## src/sv/life_generation_step_core_defines.svh

```systemverilog
// Assertion macros for the life generation step core.
// Used by the RTL files in this folder; relies on clk and rst_n in scope.
`ifndef LIFE_GENERATION_STEP_CORE_DEFINES_SVH
`define LIFE_GENERATION_STEP_CORE_DEFINES_SVH

`ifndef SYNTH

// Same-cycle implication, gated by reset
`define LGE_ASSERT_IMP(lbl, ante, cons) \
  lbl: assert property (@(posedge clk) disable iff (!rst_n) (ante) |-> (cons)) \
    else $error("%m: implication check failed");

// Next-cycle implication, gated by reset
`define LGE_ASSERT_NXT(lbl, ante, cons) \
  lbl: assert property (@(posedge clk) disable iff (!rst_n) (ante) |=> (cons)) \
    else $error("%m: next-cycle check failed");

`else

`define LGE_ASSERT_IMP(lbl, ante, cons)
`define LGE_ASSERT_NXT(lbl, ante, cons)

`endif

`endif

```

## src/sv/lge_pkg.sv

```systemverilog
// Shared constants, types and helpers for the life generation step core.
// No dependencies; imported by every module of the block.
`default_nettype none

package lge_pkg;

  // Board geometry
  localparam int BOARD_ROWS = 32;
  localparam int BOARD_COLS = 32;

  // Fixed request/response field widths
  localparam int ROW_IDX_W = 5;
  localparam int BITS_W    = 32;

  localparam int ADDR_W = (BOARD_ROWS > 1) ? $clog2(BOARD_ROWS) : 1;
  localparam int CNT_W  = $clog2(BOARD_ROWS + 2);

  typedef logic [BOARD_COLS-1:0] row_word_t;
  typedef logic [ADDR_W-1:0]     addr_t;
  typedef logic [CNT_W-1:0]      cnt_t;

  // Request action codes (code 3 is a no-op)
  localparam logic [1:0] ACT_WRITE   = 2'd0;
  localparam logic [1:0] ACT_READ    = 2'd1;
  localparam logic [1:0] ACT_ADVANCE = 2'd2;

  typedef enum logic [1:0] {
    ST_IDLE,
    ST_RD,
    ST_SWEEP,
    ST_EMIT
  } state_t;

  // Board memory port bundle
  typedef struct packed {
    logic      wr_en;
    addr_t     wr_addr;
    row_word_t wr_data;
    logic      rd_en;
    addr_t     rd_addr;
  } mem_req_t;

  // Request bits to a board row; columns past the board are dropped
  function automatic row_word_t to_word(input logic [BITS_W-1:0] bits);
    row_word_t w;
    w = '0;
    for (int c = 0; c < BOARD_COLS && c < BITS_W; c++) begin
      w[c] = bits[c];
    end
    return w;
  endfunction

  // Board row to response bits; columns past 32 are not visible
  function automatic logic [BITS_W-1:0] from_word(input row_word_t w);
    logic [BITS_W-1:0] bits;
    bits = '0;
    for (int c = 0; c < BOARD_COLS && c < BITS_W; c++) begin
      bits[c] = w[c];
    end
    return bits;
  endfunction

endpackage

`default_nettype wire

```

## src/sv/life_generation_step_core.sv

```systemverilog
// Life generation step core: top level with request sequencer and response register.
// Uses lge_pkg, lge_board_mem, lge_rule_unit and the assertion macro header.
//
// Usage:
//   Request channel (in_valid/in_ready): in_action selects write row (0),
//   read row (1) or advance one generation (2); code 3 changes nothing.
//   in_row picks the row for write/read, in_row_bits carries the row to write.
//   Response channel (out_valid/out_ready): exactly one response per request.
//   out_row_bits_out holds the row read (zero otherwise); out_generation_done
//   is set for an advance.
// Sequencing:
//   A write or no-op passes through the emit step only, a read through the
//   read and emit steps, an advance through the board sweep and then emit; the
//   next request is taken once the response is registered. The advance streams rows
//   through the one read port into a three-row window feeding one shared rule
//   unit, writing each new row back two rows behind the read pointer.
// Reset: synchronous, active low; the whole board reads as dead afterwards.
// Stall: a response waits in the output register while out_ready is low; the
//   next request is taken meanwhile and holds in its last step until the
//   output register is free.
`default_nettype none

`include "life_generation_step_core_defines.svh"

module life_generation_step_core
  import lge_pkg::*;
(
  input  wire logic                 clk,
  input  wire logic                 rst_n,
  input  wire logic                 in_valid,
  output logic                      in_ready,
  input  wire logic [1:0]           in_action,
  input  wire logic [ROW_IDX_W-1:0] in_row,
  input  wire logic [BITS_W-1:0]    in_row_bits,
  output logic                      out_valid,
  input  wire logic                 out_ready,
  output logic [BITS_W-1:0]         out_row_bits_out,
  output logic                      out_generation_done
);

  localparam cnt_t LAST_CNT = CNT_W'(BOARD_ROWS + 1);

  state_t            state_r, state_nxt;
  cnt_t              cnt_r, cnt_nxt;
  row_word_t         up_r, up_nxt;
  row_word_t         mid_r, mid_nxt;
  logic [BITS_W-1:0] res_bits_r, res_bits_nxt;
  logic              res_done_r, res_done_nxt;
  logic              row_ok_r, row_ok_nxt;
  logic              out_valid_r;
  logic [BITS_W-1:0] out_bits_r;
  logic              out_done_r;

  mem_req_t          mem_req;
  row_word_t         mem_rdata;
  row_word_t         below_row;
  row_word_t         rule_next;
  logic              in_row_ok;
  addr_t             in_addr;
  logic              emit_go;

  lge_board_mem u_mem (
    .clk     (clk),
    .rst_n   (rst_n),
    .req     (mem_req),
    .rd_data (mem_rdata)
  );

  lge_rule_unit u_rule (
    .row_above (up_r),
    .row_here  (mid_r),
    .row_below (below_row),
    .row_next  (rule_next)
  );

  assign in_ready  = (state_r == ST_IDLE);
  assign in_row_ok = (int'(in_row) < BOARD_ROWS);
  assign in_addr   = ADDR_W'(in_row);
  assign emit_go   = (state_r == ST_EMIT) && (!out_valid_r || out_ready);

  // Below the last row the board is dead
  assign below_row = (cnt_r <= CNT_W'(BOARD_ROWS)) ? mem_rdata : '0;

  // Sequencer state
  always_ff @(posedge clk) begin
    if (!rst_n) begin
      state_r <= ST_IDLE;
    end else begin
      state_r <= state_nxt;
    end
  end

  // Sequencer datapath registers
  always_ff @(posedge clk) begin
    cnt_r      <= cnt_nxt;
    up_r       <= up_nxt;
    mid_r      <= mid_nxt;
    res_bits_r <= res_bits_nxt;
    res_done_r <= res_done_nxt;
    row_ok_r   <= row_ok_nxt;
  end

  // Next state, memory requests and window shifting
  always_comb begin
    state_nxt    = state_r;
    cnt_nxt      = cnt_r;
    up_nxt       = up_r;
    mid_nxt      = mid_r;
    res_bits_nxt = res_bits_r;
    res_done_nxt = res_done_r;
    row_ok_nxt   = row_ok_r;
    mem_req      = '0;
    unique case (state_r)
      ST_IDLE: begin
        if (in_valid) begin
          res_bits_nxt = '0;
          res_done_nxt = 1'b0;
          case (in_action)
            ACT_WRITE: begin
              mem_req.wr_en   = in_row_ok;
              mem_req.wr_addr = in_addr;
              mem_req.wr_data = to_word(in_row_bits);
              state_nxt       = ST_EMIT;
            end
            ACT_READ: begin
              mem_req.rd_en   = 1'b1;
              mem_req.rd_addr = in_addr;
              row_ok_nxt      = in_row_ok;
              state_nxt       = ST_RD;
            end
            ACT_ADVANCE: begin
              cnt_nxt   = '0;
              up_nxt    = '0;
              mid_nxt   = '0;
              state_nxt = ST_SWEEP;
            end
            default: begin
              state_nxt = ST_EMIT;
            end
          endcase
        end
      end
      ST_RD: begin
        res_bits_nxt = row_ok_r ? from_word(mem_rdata) : '0;
        state_nxt    = ST_EMIT;
      end
      ST_SWEEP: begin
        // Read ahead one row per step
        if (cnt_r < CNT_W'(BOARD_ROWS)) begin
          mem_req.rd_en   = 1'b1;
          mem_req.rd_addr = ADDR_W'(cnt_r);
        end
        // Row cnt-1 has arrived; slide the window
        if (cnt_r != '0) begin
          up_nxt  = mid_r;
          mid_nxt = below_row;
        end
        // Write back the row two behind the read pointer
        if (cnt_r >= CNT_W'(2)) begin
          mem_req.wr_en   = 1'b1;
          mem_req.wr_addr = ADDR_W'(cnt_r - CNT_W'(2));
          mem_req.wr_data = rule_next;
        end
        if (cnt_r == LAST_CNT) begin
          res_done_nxt = 1'b1;
          state_nxt    = ST_EMIT;
        end else begin
          cnt_nxt = cnt_r + CNT_W'(1);
        end
      end
      ST_EMIT: begin
        if (emit_go) begin
          state_nxt = ST_IDLE;
        end
      end
      default: begin
        state_nxt = ST_IDLE;
      end
    endcase
  end

  // Response register
  always_ff @(posedge clk) begin
    if (!rst_n) begin
      out_valid_r <= 1'b0;
    end else if (emit_go) begin
      out_valid_r <= 1'b1;
    end else if (out_ready) begin
      out_valid_r <= 1'b0;
    end
  end

  always_ff @(posedge clk) begin
    if (emit_go) begin
      out_bits_r <= res_bits_r;
      out_done_r <= res_done_r;
    end
  end

  assign out_valid           = out_valid_r;
  assign out_row_bits_out    = out_bits_r;
  assign out_generation_done = out_done_r;

  // Checks
  `LGE_ASSERT_NXT(a_one_in_flight, in_valid && in_ready, !in_ready)
  `LGE_ASSERT_NXT(a_adv_starts_sweep,
      in_valid && in_ready && (in_action == ACT_ADVANCE),
      (state_r == ST_SWEEP) && (cnt_r == '0))
  `LGE_ASSERT_IMP(a_done_has_no_bits,
      out_valid && out_generation_done, out_row_bits_out == '0)
  `LGE_ASSERT_IMP(a_wr_addr_in_board,
      mem_req.wr_en, int'(mem_req.wr_addr) < BOARD_ROWS)
  `LGE_ASSERT_IMP(a_no_rw_same_row,
      mem_req.wr_en && mem_req.rd_en, mem_req.wr_addr != mem_req.rd_addr)

endmodule

`default_nettype wire

```

## src/sv/lge_board_mem.sv

```systemverilog
// Board row storage: one write port, one registered read port.
// Per-row valid bits make unwritten rows read as dead. Uses lge_pkg.
`default_nettype none

module lge_board_mem
  import lge_pkg::*;
(
  input  wire logic      clk,
  input  wire logic      rst_n,
  input  wire mem_req_t  req,
  output row_word_t      rd_data
);

  row_word_t             mem_r [BOARD_ROWS];
  logic [BOARD_ROWS-1:0] valid_r;
  row_word_t             rd_word_r;
  logic                  rd_valid_r;

  // Storage array, no reset
  always_ff @(posedge clk) begin
    if (req.wr_en) begin
      mem_r[req.wr_addr] <= req.wr_data;
    end
    if (req.rd_en) begin
      rd_word_r <= mem_r[req.rd_addr];
    end
  end

  // Row valid bits and read-side valid
  always_ff @(posedge clk) begin
    if (!rst_n) begin
      valid_r    <= '0;
      rd_valid_r <= 1'b0;
    end else begin
      if (req.wr_en) begin
        valid_r[req.wr_addr] <= 1'b1;
      end
      if (req.rd_en) begin
        rd_valid_r <= valid_r[req.rd_addr];
      end
    end
  end

  assign rd_data = rd_valid_r ? rd_word_r : '0;

endmodule

`default_nettype wire

```

## src/sv/lge_rule_unit.sv

```systemverilog
// B3/S23 row update: new row from the old rows above, at and below.
// Cells past the left and right edges count as dead. Uses lge_pkg.
`default_nettype none

module lge_rule_unit
  import lge_pkg::*;
(
  input  wire row_word_t row_above,
  input  wire row_word_t row_here,
  input  wire row_word_t row_below,
  output row_word_t      row_next
);

  logic [BOARD_COLS+1:0] pad_above;
  logic [BOARD_COLS+1:0] pad_here;
  logic [BOARD_COLS+1:0] pad_below;

  // One dead column on each side
  assign pad_above = {1'b0, row_above, 1'b0};
  assign pad_here  = {1'b0, row_here, 1'b0};
  assign pad_below = {1'b0, row_below, 1'b0};

  // Independent per-cell neighbor count and rule
  always_comb begin
    logic [3:0] count;
    row_next = '0;
    for (int c = 0; c < BOARD_COLS; c++) begin
      count = 4'(pad_above[c]) + 4'(pad_above[c+1]) + 4'(pad_above[c+2])
            + 4'(pad_here[c])                      + 4'(pad_here[c+2])
            + 4'(pad_below[c]) + 4'(pad_below[c+1]) + 4'(pad_below[c+2]);
      row_next[c] = (count == 4'd3) || (row_here[c] && (count == 4'd2));
    end
  end

endmodule

`default_nettype wire

```

## config.mk

```make
export PLATFORM = sky130hd
export DESIGN_NAME = life_generation_step_core
export DESIGN_NICKNAME = d
export VERILOG_FILES = /design/src/sv/lge_pkg.sv /design/src/sv/life_generation_step_core.sv /design/src/sv/lge_board_mem.sv /design/src/sv/lge_rule_unit.sv
export VERILOG_INCLUDE_DIRS = /design/src /design/src/sv
export SDC_FILE = /design/constraint.sdc
export NUM_CORES = 1
export LEC_CHECK = 0
export BUFFER_PORTS_ARGS = -buffer_cell sky130_fd_sc_hd__buf_2
export CORE_MARGIN = 1
export CORE_UTILIZATION = 49
export CTS_CLUSTER_DIAMETER = 50
export DETAILED_ROUTE_END_ITERATION = 7
export PLACE_DENSITY = 0.62
export SKIP_LAST_GASP = 1
export SLEW_MARGIN = 20
export SYNTH_ARGS = -nofsm -noshare
export SYNTH_HDL_FRONTEND = slang
export SYNTH_HIERARCHICAL = 1
export SYNTH_SLANG_ARGS = --single-unit
```

## constraint.sdc

```tcl
create_clock -name clk -period 6.3 [get_ports clk]
set_input_delay 1.89 -clock clk [delete_from_list [all_inputs] [get_ports clk]]
set_output_delay 1.89 -clock clk [all_outputs]
set_load 0.02 [all_outputs]
```

# ---- After elaboration in Yosys (flattened, before gate mapping)
# Memories as Yosys holds them, arrays and structs flattened. A register that Yosys moved wholly into a read port is not among the register bits.
# Cells that the tools add are included.
dict set report op_classes {
  add_sub_neg 219
  n_bitwise 1
  multipliers 0
  magnitude_cmp 6
  n_mux 36
  reduce_logical 79
  n_eq_ne 76
  shift 0
  n_div 0
}
# operator count
set ops {}
lappend ops {{$add 4x1->4} 186}
lappend ops {{$eq 4x2->1 const B} 64}
lappend ops {{$mux 32} 7}
lappend ops {{$pmux 32 s2} 3}
lappend ops {{$pmux 44 s2} 1}
lappend ops {{$mux 38} 2}
lappend ops {{$add 1x1->2} 31}
lappend ops {{$mux 44} 1}
lappend ops {{$logic_and 1x1->1} 34}
lappend ops {{$logic_or 1x1->1} 33}
lappend ops {{$or 32x32->32} 1}
lappend ops {{$mux 6} 5}
lappend ops {{$lt 5x6->1 const B} 2}
lappend ops {{$pmux 6 s2} 1}
lappend ops {{$ne 2x2->1 const B} 5}
lappend ops {{$mux 1} 8}
lappend ops {{$pmux 2 s4} 1}
lappend ops {{$reduce_and 4->1} 2}
lappend ops {{$add 6x1->6 const B} 1}
lappend ops {{$eq 2x2->1 const B} 3}
lappend ops {{$eq 6x6->1 const B} 1}
lappend ops {{$ge 6x2->1 const B} 1}
lappend ops {{$le 6x6->1 const B} 1}
lappend ops {{$lt 6x6->1 const B} 1}
lappend ops {{15 further kinds} 22}
dict set report totals {
  latchBits 0
  in_bits 43
  word_cells 429
  ff_bits 172
  ram_bits 1024
  mem_bits_ro 0
  mem_count 1
}
# memory words word_bits rd rd_clocked_by_memory_dff write_ports line
set memory_table {}
lappend memory_table {u_mem.mem_r 32 32 1 1 1 lge_board_mem.sv:14} ;# row_word_t mem_r [BOARD_ROWS];

# ---- Logic depth before layout (Yosys ltp)
# Gate-level depths: netlist (run 1).
dict set report depth {
  ltp_word 17
  mapped_depth 15
  mapped_depth_nobuf 14
}

# ---- By module
# The synthesis (run 1) kept the hierarchy.
# mod instances cells_each area_per_inst_um2
set modules_own_cells {}
lappend modules_own_cells {lge_board_mem 1 1678 41304.6}
lappend modules_own_cells {life_generation_step_core 1 404 5943.2}
lappend modules_own_cells {lge_rule_unit 1 594 5353.9}

# ---- Worst setup path before layout (run 1)
# No wires, ideal clock.
dict set report synth_path {
  path_kind {in2reg}
  start {input in_action[0]}
  end {register mid_r[0] (enable)}
  required_time_ns 5.776
  setup_ns 0.524
  setup_slack_ns 0.355
  stages 3
  t_arrival_ns 5.420
  n_path_buf 0
  path_cell_list {and4b_1 a21oi_1 a31oi_1}
}
dict set report synth_between {
  elab_chain_len 3
}
# element line
set synth_lines {}
lappend synth_lines {{start, declared} life_generation_step_core.sv:32} ;# input wire logic [1:0] in_action,
lappend synth_lines {{$eq 2x2->1} life_generation_step_core.sv:118} ;# case (in_action)
lappend synth_lines {{$ne 2x1->1 (no line)} --}
lappend synth_lines {{$reduce_and 4->1 (no line)} --}
lappend synth_lines {{end signal, assigned} life_generation_step_core.sv:97} ;# mid_r <= mid_nxt;
lappend synth_lines {{end, declared} life_generation_step_core.sv:46} ;# row_word_t mid_r, mid_nxt;
# No other way between the ends.
# A chain may end at the register's enable or synchronous reset.

==> results.rst, run 1 <==
.. list-table::
   :header-rows: 1

   * - Metric
     - Value
   * - Die W
     - 330 um
   * - Arrival time of the worst setup path
     - 5840 ps
   * - Post-synthesis area per instance
     - 19.7 um2
   * - Internal portion of total power
     - ~18 mW
   * - Total leakage power
     - just over 20 nW
   * - Slew margin rel.
     - 31.0%
   * - Share of total power in the clock network
     - a little under a third
   * - Clock tree from TritonCTS
     - done
   * - Violation count after the first detailed-route iteration
     - roughly 2700
   * - Number of antenna-violating nets in the routed design
     - 0
   * - Adder and majority cell fraction of the synthesized area
     - 7.28%
   * - # IOs
     - between 70 and 80
   * - Final layout net count
     - 3159
   * - Placed cell count
     - ~4100
   * - Layout Area Growth over Synthesis
     - 13.9%
   * - Worst-case clock buffer depth
     - 3
   * - Crit path max fanout
     - 41
   * - Category of the most critical setup path
     - flip-flop to flip-flop
   * - MaxCap Viol Count
     - 0
   * - Seq pwr share
     - between 40% and 50%
   * - Largest net degree at the start of global routing
     - just over 70
   * - CTS clock-pin slew for the worst setup and hold paths
     - about 60 ps
   * - Via count of the routed design
     - ~26000
   * - Largest cells by area after synthesis
     - sky130_fd_sc_hd__edfxtp_1, sky130_fd_sc_hd__mux4_2, sky130_fd_sc_hd__fa_1
   * - Vias in the first global route
     - between 20000 and 30000
   * - Post-Syn Instances
     - 2676
   * - Ys async rst share
     - 0%
   * - Global-route wire length before repair
     - 182 mm
   * - Total Wirelength
     - ~130 mm
   * - Final Setup Violations
     - 0
   * - Compound-Gate Fraction of Synth Area
     - between 2 and 2.5%
   * - DR WL/cell
     - around 29 um
   * - Most frequent cells after synthesis
     - sky130_fd_sc_hd__edfxtp_1, sky130_fd_sc_hd__mux4_2, sky130_fd_sc_hd__inv_1
   * - Fraction of final layout cells with drive strength greater than 1
     - 27.2%
   * - Fin. Hold Viols
     - 0
   * - RSZ-0062 raised after global routing
     - no
   * - Fraction of the yosys area taken by sequential cells
     - a little over two thirds
   * - CP peak stage delay
     - 860 ps
   * - DRC violation count after routing
     - 0
   * - Total of flip-flops plus latches after synthesis
     - between 1000 and 1500
   * - Count of buffers from port buffering
     - 77
   * - Total CTS buffers
     - 135
   * - Clock skew after layout
     - between 20 and 25 ps
   * - Count of unique library cells instantiated by Yosys
     - 46
   * - Main flop type after synthesis
     - sky130_fd_sc_hd__edfxtp_1
   * - Power dissipated by switching net loads
     - roughly 7.7 mW
   * - Total Negative Setup Slacks
     - 0 ps
   * - Area of the die
     - 109000 um2
   * - Pins Over Slew Limit
     - 0
   * - Count of H-tree levels built during CTS
     - 4
   * - Final critical path time including I/O delays and setup
     - between 5000 and 6000 ps
   * - Sort of element at the end of the critical path
     - flip-flop
   * - Clock root buffer master
     - sky130_fd_sc_hd__clkbuf_16
   * - Data required time of the critical path
     - approximately 6700 ps
   * - Simple-gate portion of the synthesized area
     - 3.49%
   * - Estimated wirelength of the detail-placed design
     - roughly 72 mm
   * - Met2 WL
     - about 60 mm
   * - Core area
     - roughly 110000 um2
   * - Portion of the clock cycle consumed by the worst path in the final layout
     - between 80 and 90%
   * - Most frequent cell after synthesis
     - sky130_fd_sc_hd__edfxtp_1
   * - Average via count per standard cell
     - 5.97
   * - Post-layout instance count excluding filler cells
     - roughly 4400
   * - Dominant combinational cell family by area after synthesis
     - multiplexers
   * - Startpoint class of the critical path
     - flip-flop
   * - Total gr overflow
     - 0
   * - Highest metal layer with signal wires
     - met5
   * - FP Rows
     - around 120
   * - Area share of the leading cell type in the synthesized netlist
     - between 60% and 70%
   * - Portion of netlist area occupied by mux cells
     - 14.7%
   * - Die height
     - 330 um
   * - Overall global routing resource usage
     - about a quarter
   * - Worst setup slack before clock tree synthesis
     - between 800 and 900 ps
   * - Final critical-path setup slack
     - 855 ps
   * - Met1 WL
     - between 50 and 60 mm
   * - Most area-hungry cell type in the Yosys netlist
     - sky130_fd_sc_hd__edfxtp_1
   * - Worst hold slack across all endpoints
     - 404 ps
   * - Status
     - finished clean
   * - Setup Fix Bufs, Post-CTS
     - 0
   * - DRT Pass-1 Iters
     - 5
   * - Resized Gates After CTS
     - 0
   * - Power consumption
     - around 25 mW
   * - Post-Synth XOR/XNOR Area
     - 0.0999%
   * - Initial core utilization
     - about half
   * - Cell chain of the critical path
     - inv_1, ha_1, nand2_1, nand2_2, and2_1, inv_1, fa_1, fa_1, inv_1, ha_1, fa_1, or2_2, a21oi_1, a22o_1
   * - Mapped cell area
     - between 50000 and 60000 um2
   * - Transition time at the pin with the least slew margin
     - 1040 ps
   * - Critical path's slowest cell
     - sky130_fd_sc_hd__a22o_1
   * - Net count of the mapped netlist
     - ~3000
   * - Logic gate share of total power
     - between 20% and 30%
   * - Weighted congestion reported at the end of routability-driven placement
     - between 0.8 and 0.9
   * - Hold/Removal Path Class
     - flip-flop to flip-flop
   * - Warnings from Yosys
     - 6
   * - Max Freq
     - around 0.18 GHz
   * - Number of enable flip-flop cells after synthesis
     - ~1200
   * - Cell area power density
     - roughly 420 nW/um2
   * - Switching power as a share of total power
     - between 30% and 40%
   * - Count of hold-fix buffers inserted at cts
     - 0
   * - Number of sinks on the clock net
     - 1228
   * - Initial antenna violation count
     - 6
   * - Detailed route wirelength on metal3
     - between 9 and 10 mm
   * - Clock network latency to the later pin of the worst-skew pair
     - between 700 and 800 ps
   * - Peak supply drop
     - about 0.31 mV
[worst paths after layout]
path	depth (start not counted)	slack [ps]	end	startpoint
max reg2reg	14	860	u_mem/mem_r[4][17]	cnt_r[1]
min	0	400	out_row_bits_out[11]	res_bits_r[11]
max	14	860	u_mem/mem_r[4][17]	cnt_r[1]
min reg2reg	0	400	out_row_bits_out[11]	res_bits_r[11]
[cell usage in the layout, fill, tap and decap left out, types with 60 or more instances in the layout]
cell	count
sky130_fd_sc_hd__buf_2	77
sky130_fd_sc_hd__mux4_2	320
sky130_fd_sc_hd__fa_1	125
sky130_fd_sc_hd__and2_1	134
sky130_fd_sc_hd__buf_4	83
sky130_fd_sc_hd__clkbuf_16	137
sky130_fd_sc_hd__ha_1	105
sky130_fd_sc_hd__inv_1	228
sky130_fd_sc_hd__edfxtp_1	1192
sky130_fd_sc_hd__a21oi_1	60
[through the flow]
step | util [%] | instance area (um2)
after floorplan | - | 52600
after global placement | 52.5 | 55600
after detailed placement | 52.5 | 55600
after CTS | 56.6 | 59900
after global routing | 56.6 | 59900
final | 56.6 | 59900
[kinds of logic (layout without fill, tap and decap cells)]
| logic type | count (synthesis) | in the layout |
|---|---|---|
| flip-flops | 1228 | 1228 |
| multiplexers | 371 | 371 |
| buffers and inverters | 341 | 658 |
| AND/OR/NAND/NOR | 318 | 318 |
| adder cells (fa/ha/maj) | 231 | 231 |
| AO/OA/AOI/OAI | 181 | 181 |
| XOR/XNOR | 6 | 6 |
| other | 0 | 1 |
[routing by layer]
metal	global-route usage (%)	vias up
met1	32.7	14000
met5	0	-
li1	-	10900
met3	4.40	196
met2	38.7	1044
met4	7.69	2
[power groups by stage]
stage / registers, mW / logic [mW] / clock network, mW
floorplan: 10.8 / 4.65 / 0
global placement: 10.9 / 6.54 / 0
detailed placement: 10.9 / 6.90 / 0
CTS: 10.8 / 6.94 / 7.79
global route: 10.8 / 7.69 / 8.08
finish: 10.8 / 6.87 / 7.66
[critical path: cells and delay by family, from the launching register on]
kind,cells,cell delay (ps)
fa+ha+maj,5,1930
compound gates,2,1060
buf+inv,3,340
flops,1,520
simple gates,4,1220
[sequential cells by signal (all words and copies together) (netlist names)]
signal / cells
u_mem/mem_r: 1024
mid_r: 32
out_valid: 1
out_row_bits_out: 32
u_mem/valid_r: 32
out_generation_done: 1
u_mem/rd_valid_r: 1
u_mem/rd_word_r: 32
up_r: 32
res_bits_r: 32
cnt_r: 6
state_r: 2
res_done_r: 1
[cell type report]
| type | count | area, um2 |
|---|---|---|
| diodes | 1 | 2.50 |
| well taps | 1391 | 1740 |
| flip-flops and latches | 1228 | 36500 |
| clock buffers | 156 | 3530 |
| inverters | 228 | 856 |
| multi-input cells | 1107 | 15000 |
| repair buffers | 185 | 1510 |
| clock inverters | 89 | 792 |
| fillers | 7780 | 45900 |
(Power assumes the default switching activity.)
==> run 2: changes to the inputs <==
- HOLD_SLACK_MARGIN: not set -> 0.1
- clock period: 6.3 -> 6.9 ns (I/O delays scaled with it)
==> run 2 against run 1 <==
Clock-buffer cell count is 11 higher; sequential share of layout area is 0.30 points higher; critical path type unchanged; worst setup slack gained 250 ps; sequential cell count unchanged; register-to-register slack gained 250 ps; combinational power shrank 9.5%; non-clock buffer count fell by 41; die area unchanged; clock skew grew 6.2 ps; critical path depth is 1 higher; fmax is 6.0% lower.
==> results.rst, run 2 (synthesis results as in run 1) <==
.. list-table::
   :header-rows: 1

   * - Metric
     - Value
   * - Status
     - finished clean
   * - Category of the most critical setup path
     - flip-flop to flip-flop
   * - Max Freq
     - 0.173 GHz (-6.0%)
   * - Flip-flop and latch area
     - 36500 um2 (unchanged)
   * - Clock skew after layout
     - 29.2 ps (+6.25 ps)
   * - Violation count after the first detailed-route iteration
     - 2695 (-0.66%)
   * - Core area
     - 106000 um2 (unchanged)
   * - Power consumption
     - 23.1 mW (-8.7%)
   * - Global-route wire length before repair
     - 185 mm (+1.5%)
   * - Hold/Removal Path Class
     - flip-flop to flip-flop
   * - Largest net degree at the start of global routing
     - 68 (-4.2%)
   * - Most frequent cells in the layout
     - sky130_fd_sc_hd__edfxtp_1, sky130_fd_sc_hd__mux4_2, sky130_fd_sc_hd__inv_1, sky130_fd_sc_hd__clkbuf_16, sky130_fd_sc_hd__and2_1
   * - Startpoint of the lowest-slack hold path
     - res_bits_r[6]
   * - Placed cell count
     - 4097 (-1.0%)
   * - Final Setup Violations
     - 0 (unchanged)
   * - Arrival time of the worst setup path
     - 6170 ps (+330 ps)
   * - Total Negative Setup Slacks
     - 0 ps (unchanged)
   * - Number of fill cells in the layout
     - 7829 (+0.63%)
   * - Global routing met1 resource utilization
     - 34.4% (+1.6 points)
   * - Via count of the routed design
     - 26100 (-0.28%)
   * - CTS clock-pin slew for the worst setup and hold paths
     - 60 ps (about the same)
   * - Clock root buffer master
     - sky130_fd_sc_hd__clkbuf_16
   * - Layout Area Growth over Synthesis
     - 13.4%
   * - Peak supply drop
     - 0.273 mV (-11%)
   * - Die W
     - 330 um (unchanged)
   * - Number of antenna-violating nets in the routed design
     - 0 (unchanged)
   * - Clock network latency to the later pin of the worst-skew pair
     - 740 ps (about the same)
   * - Number of sinks on the clock net
     - 1228 (unchanged)
   * - FP Rows
     - 119 (unchanged)
   * - Final critical path time including I/O delays and setup
     - 5790 ps (+347 ps)
   * - Die height
     - 330 um (unchanged)
   * - Average via count per standard cell
     - 6.02 (+0.82%)
   * - Most flops, register
     - u_mem/mem_r
   * - Setup Fix Bufs, Post-CTS
     - 0 (unchanged)
   * - Global Route met3 Usage
     - 4.28% (-0.12 points)
   * - Vias in the first global route
     - 26900 (-1.4%)
   * - # IOs
     - 78 (unchanged)
   * - Total CTS buffers
     - 135 (unchanged)
   * - Portion of the clock cycle consumed by the worst path in the final layout
     - 83.9% (-2.5 points)
   * - Most Used Layer, Global Route
     - met2
   * - Commonest non-fill, non-tap cell in the layout
     - sky130_fd_sc_hd__edfxtp_1
   * - Critical R2R Launch
     - cnt_r[1]
   * - Overall global routing resource usage
     - 24.0% (+0.24 points)
   * - Initial antenna violation count
     - 4 (-2)
   * - Transition time at the pin with the least slew margin
     - 1120 ps (+87.9 ps)
   * - Fin. Hold Viols
     - 0 (unchanged)
   * - Clock tree from TritonCTS
     - done
   * - Final std cell area, no fill
     - 59600 um2 (-0.50%)
   * - Count of H-tree levels built during CTS
     - 4 (unchanged)
   * - DR WL/cell
     - 29.2 um (+2.3%)
   * - Total Wirelength
     - 127 mm (+1.2%)
   * - Crit path max fanout
     - 47 (+15%)
   * - Post-layout instance count excluding filler cells
     - 4337 (-1.1%)
   * - Data required time of the critical path
     - 7280 ps (+590 ps)
   * - Sort of element at the end of the critical path
     - flip-flop
   * - Area of the die
     - 109000 um2 (unchanged)
   * - Fraction of final layout cells with drive strength greater than 1
     - 26.9% (-0.37 points)
   * - Total leakage power
     - 20.3 nW (-1.1%)
   * - Final layout net count
     - 3118 (-1.3%)
   * - Pins Over Slew Limit
     - 0 (unchanged)
   * - DRT Pass-1 Iters
     - 7 (+2)
   * - Startpoint class of the critical path
     - flip-flop
   * - MaxCap Viol Count
     - 0 (unchanged)
   * - Total gr overflow
     - 0 (unchanged)
   * - Hold Crit Endpoint
     - out_row_bits_out[6]
   * - Area after detailed placement
     - 55200 um2 (-0.67%)
   * - Slew margin rel.
     - 25.1% (-5.9 points)
   * - Critical register-to-register path endpoint
     - u_mem/mem_r[9][23]
   * - Reg-to-reg setup timing slack
     - 1110 ps (+250 ps)
   * - Length in cells of the worst reg-to-reg path
     - 15 (+1)
   * - RSZ-0062 raised after global routing
     - no
   * - Count of buffers from port buffering
     - 77 (unchanged)
   * - Fraction of met2 tracks used by global routing
     - 38.1% (-0.60 points)
   * - DRC violation count after routing
     - 0 (unchanged)
   * - Weighted congestion reported at the end of routability-driven placement
     - 0.819 (+1.0%)
   * - Count of hold-fix buffers inserted at cts
     - 0 (unchanged)
   * - Cell area power density
     - 387 nW/um2 (-8.3%)
   * - Multi-input gate area
     - 15000 um2 (+0.18%)
   * - Flip-flop count of the largest register, all copies and words added
     - 1024 (unchanged)
   * - Hold depth
     - 0 (unchanged)
   * - Worst-case clock buffer depth
     - 3 (unchanged)
   * - Estimated wirelength of the detail-placed design
     - 72.5 mm (+0.85%)
   * - Initial core utilization
     - 49.7% (unchanged)
   * - Resized Gates After CTS
     - 0 (unchanged)
[run 2: changes by cell type in the layout (fill, tap and decap cells not counted), sizes merged]
cell / delta
inv: -8
bufinv: +2
clkbuf: +11
buf: -41
clkinv: -12
[run 2: worst max-delay path by stage]
stage,from,end,slack (ps)
3_3_place_gp,cnt_r[2],u_mem/mem_r[18][29],1290
6_report,cnt_r[1],u_mem/mem_r[9][23],1110
4_1_cts,cnt_r[1],u_mem/mem_r[8][2],1040
3_5_place_dp,cnt_r[1],u_mem/mem_r[12][2],1040
2_1_floorplan,in_action[0],mid_r[0],780
5_1_grt,cnt_r[1],u_mem/mem_r[6][23],800
[run 2: critical path: stages, from the launching register on]
cell and delay (ps):
sky130_fd_sc_hd__edfxtp_1 520, sky130_fd_sc_hd__inv_1 180, sky130_fd_sc_hd__ha_1 230, sky130_fd_sc_hd__nand2_1 80, sky130_fd_sc_hd__nand2_2 680, sky130_fd_sc_hd__buf_4 340, sky130_fd_sc_hd__and2_1 140, sky130_fd_sc_hd__inv_1 100
sky130_fd_sc_hd__fa_1 480, sky130_fd_sc_hd__fa_1 500, sky130_fd_sc_hd__inv_1 40, sky130_fd_sc_hd__ha_1 210, sky130_fd_sc_hd__fa_1 430, sky130_fd_sc_hd__or2_2 300, sky130_fd_sc_hd__a21oi_1 280, sky130_fd_sc_hd__a22o_1 930
[run 2: layout make-up]
class / count / area share, %
antenna: 1 / 0.00420
clock buffer: 167 / 6.11
timing repair buffer: 144 / 1.93
tap: 1391 / 2.92
multi-input combinational: 1107 / 25.2
sequential: 1228 / 61.2
clock inverter: 71 / 1.19
inverter: 228 / 1.44
[run 2: where the power goes]
group	internal, mW	switching [mW]	leakage (nW)
clock	4.13	2.91	2.13
sequential	9.59	0.255	11.3
combinational	2.42	3.80	6.87
[run 2: per-layer routing]
layer  part of all wire, %  wire length [um]  up-vias
met2                    48             61200     1007
met3                   7.3              9280      184
met4                   2.5              3130        0
met1                    42             53100    14000
met5                     0                 0        -
li1                      -                 -    10900
[run 2: metrics by stage]
stage | hold WS [ps] | util, % | setup slack [ps]
2_1_floorplan | 400 | - | 775
3_3_place_gp | 401 | 52.2 | 1290
3_5_place_dp | 405 | 52.2 | 1040
4_1_cts | 420 | 56.3 | 1040
5_1_grt | 428 | 56.3 | 805
6_report | 418 | 56.3 | 1110
==> run 3: changes to the inputs <==
- clock period: 6.9 -> 5.6 ns (I/O delays scaled with it)
==> run 3 against run 2 <==
Via count grew 2.0%; critical endpoint is now u_mem/mem_r[16][28]; critical path type unchanged; highest routed layer is now met5; register-to-register slack worse by 650 ps; wire length grew 2.4%.
==> results.rst, run 3 (synthesis results as in run 1) <==
.. list-table::
   :header-rows: 1

   * - Metric
     - Value
   * - Estimated wirelength of the detail-placed design
     - 75.7 mm (+4.5%)
   * - Clock network latency to the later pin of the worst-skew pair
     - 740 ps (about the same)
   * - CP peak stage delay
     - 510 ps (-420 ps)
   * - Commonest non-fill, non-tap cell in the layout
     - sky130_fd_sc_hd__edfxtp_1
   * - Violation count after the first detailed-route iteration
     - 3117 (+16%)
   * - CTS clock-pin slew for the worst setup and hold paths
     - 60 ps (about the same)
   * - Power dissipated by switching net loads
     - 8.60 mW (+24%)
   * - Count of H-tree levels built during CTS
     - 4 (unchanged)
   * - Max Freq
     - 0.194 GHz (+13%)
   * - Category of the most critical setup path
     - flip-flop to flip-flop
   * - Initial core utilization
     - 49.7% (unchanged)
   * - Internal portion of total power
     - 20.0 mW (+24%)
   * - RSZ-0062 raised after global routing
     - no
   * - DRT Pass-1 Iters
     - 5 (-2)
   * - Clock root buffer master
     - sky130_fd_sc_hd__clkbuf_16
   * - FP Rows
     - 119 (unchanged)
   * - Weighted congestion reported at the end of routability-driven placement
     - 0.821 (+0.16%)
   * - Crit path max fanout
     - 38 (-19%)
   * - Cell area power density
     - 474 nW/um2 (+22%)
   * - Portion of the clock cycle consumed by the worst path in the final layout
     - 91.9% (+7.9 points)
   * - Total Wirelength
     - 130 mm (+2.4%)
   * - Peak supply drop
     - 0.287 mV (+5.1%)
   * - Seq pwr share
     - 42.4% (-0.2 points)
   * - Core area
     - 106000 um2 (unchanged)
   * - Most flops, register
     - u_mem/mem_r
   * - Number of antenna-violating nets in the routed design
     - 0 (unchanged)
   * - Count of buffers from port buffering
     - 77 (unchanged)
   * - Data required time of the critical path
     - 6130 ps (-1150 ps)
   * - Worst hold slack across all endpoints
     - 416 ps (-1.66 ps)
   * - Total Negative Setup Slacks
     - 0 ps (unchanged)
   * - MaxCap Viol Count
     - 0 (unchanged)
   * - Overall global routing resource usage
     - 24.6% (+0.61 points)
   * - Final critical path time including I/O delays and setup
     - 5150 ps (-647 ps)
   * - Power consumption
     - 28.6 mW (+24%)
   * - Most frequent cells in the layout
     - sky130_fd_sc_hd__edfxtp_1, sky130_fd_sc_hd__mux4_2, sky130_fd_sc_hd__inv_1, sky130_fd_sc_hd__clkbuf_16, sky130_fd_sc_hd__and2_1
   * - Die W
     - 330 um (unchanged)
   * - Largest net degree at the start of global routing
     - 78 (+15%)
   * - Transition time at the pin with the least slew margin
     - 1020 ps (-101 ps)
   * - Average via count per standard cell
     - 6.03 (+0.11%)
   * - Total CTS buffers
     - 136 (+0.74%)
   * - Worst-case clock buffer depth
     - 3 (unchanged)
   * - Global-route wire length before repair
     - 189 mm (+2.1%)
   * - Slew margin rel.
     - 31.7% (+6.6 points)
   * - Startpoint class of the critical path
     - flip-flop
   * - Final Setup Violations
     - 0 (unchanged)
   * - Antenna diode count
     - 0 (-1)
   * - Logic gate share of total power
     - 27.1% (+0.2 points)
   * - Clock tree from TritonCTS
     - done
   * - Count of hold-fix buffers inserted at cts
     - 0 (unchanged)
   * - Arrival time of the worst setup path
     - 5670 ps (-500 ps)
   * - Layout Area Growth over Synthesis
     - 14.9%
   * - Resized Gates After CTS
     - 0 (unchanged)
   * - Flip-flop count of the largest register, all copies and words added
     - 1024 (unchanged)
   * - Die height
     - 330 um (unchanged)
   * - Clock skew after layout
     - 26.1 ps (-3.12 ps)
   * - Total gr overflow
     - 0 (unchanged)
   * - Area of the die
     - 109000 um2 (unchanged)
   * - DR WL/cell
     - 29.4 um (+0.54%)
   * - Vias in the first global route
     - 27500 (+2.1%)
   * - Via count of the routed design
     - 26600 (+2.0%)
   * - Critical path buffers and inverters
     - 5 (+1)
   * - Fraction of final layout cells with drive strength greater than 1
     - 28.0% (+1.1 points)
   * - Critical path's slowest cell
     - sky130_fd_sc_hd__edfxtp_1
   * - Share of total power in the clock network
     - 30.5% (about the same)
   * - Pins Over Slew Limit
     - 0 (unchanged)
   * - Initial antenna violation count
     - 6 (+2)
   * - Switching power as a share of total power
     - 30.0% (-0.093 points)
   * - Number of sinks on the clock net
     - 1228 (unchanged)
   * - Setup Fix Bufs, Post-CTS
     - 0 (unchanged)
   * - Total leakage power
     - 20.8 nW (+2.2%)
   * - Fin. Hold Viols
     - 0 (unchanged)
   * - Status
     - finished clean
   * - Final layout net count
     - 3190 (+2.3%)
   * - Sort of element at the end of the critical path
     - flip-flop
   * - # IOs
     - 78 (unchanged)
   * - Cell chain of the critical path
     - inv_1, ha_1, nand2_1, nand2_2, buf_4, and2_1, inv_1, fa_1, fa_1, inv_1, ha_1, fa_1, or2_2, a21oi_1, a22o_1, buf_4
   * - Cell family with the largest share of critical-path delay
     - adder cells
   * - Hold/Removal Path Class
     - flip-flop to flip-flop
   * - DRC violation count after routing
     - 0 (unchanged)
==> run 3: power by group through the flow <==
stage	registers [mW]	clock network (mW)	logic [mW]
2_1_floorplan	12.2	0	5.23
3_3_place_gp	12.3	0	7.47
3_5_place_dp	12.3	0	7.79
4_1_cts	12.1	8.90	7.84
5_1_grt	12.2	9.21	8.66
6_report	12.1	8.74	7.76
==> run 3: per-layer routing <==
metal / vias up / share of wire [%] / GRT usage [%]
met5: - / 0.016 / 0
met4: 4 / 2.3 / 7.04
met3: 205 / 8.4 / 4.81
met2: 1111 / 47 / 38.2
met1: 14300 / 42 / 35.9
li1: 11000 / - / -
==> run 3: area by class of cell <==
| type | count | area (um2) |
|---|---|---|
| Tap cell | 1391 | 1740 |
| Clock inverter | 88 | 806 |
| Timing Repair Buffer | 215 | 1970 |
| Clock buffer | 162 | 3590 |
| Sequential cell | 1228 | 36500 |
| Fill cell | 7708 | 45400 |
| Inverter | 228 | 856 |
| Multi-Input combinational cell | 1107 | 15000 |
==> run 3: worst paths after layout <==
check | from | endpoint | slack [ps] | cells after the start
worst max-delay path | cnt_r[1] | u_mem/mem_r[16][28] | 450 | 16
worst min-delay path | res_bits_r[4] | out_row_bits_out[4] | 420 | 0
worst max register to register | cnt_r[1] | u_mem/mem_r[16][28] | 450 | 16
worst min register to register | res_bits_r[4] | out_row_bits_out[4] | 420 | 0
==> run 3: per-stage QoR <==
stage | setup slack [ps] | util [%] | cell area (um2) | cells
5_1_grt | 167 | 57.1 | 60500 | 4419
3_3_place_gp | 567 | 53.0 | 56100 | 4169
6_report | 455 | 57.1 | 60500 | 4419
4_1_cts | 438 | 57.1 | 60500 | 4419
3_5_place_dp | 467 | 53.0 | 56100 | 4169
2_1_floorplan | 741 | - | 52600 | 2676
==> run 3: worst reg2reg max path, cell delays in order, from the launching register on <==
cell                       delay [ps]
sky130_fd_sc_hd__edfxtp_1         510
sky130_fd_sc_hd__inv_1            180
sky130_fd_sc_hd__ha_1             260
sky130_fd_sc_hd__nand2_1           90
sky130_fd_sc_hd__nand2_2          510
sky130_fd_sc_hd__buf_4            340
sky130_fd_sc_hd__and2_1           150
sky130_fd_sc_hd__inv_1            100
sky130_fd_sc_hd__fa_1             500
sky130_fd_sc_hd__fa_1             490
sky130_fd_sc_hd__inv_1             40
sky130_fd_sc_hd__ha_1             200
sky130_fd_sc_hd__fa_1             440
sky130_fd_sc_hd__or2_2            280
sky130_fd_sc_hd__a21oi_1          320
sky130_fd_sc_hd__a22o_1           230
sky130_fd_sc_hd__buf_4            300
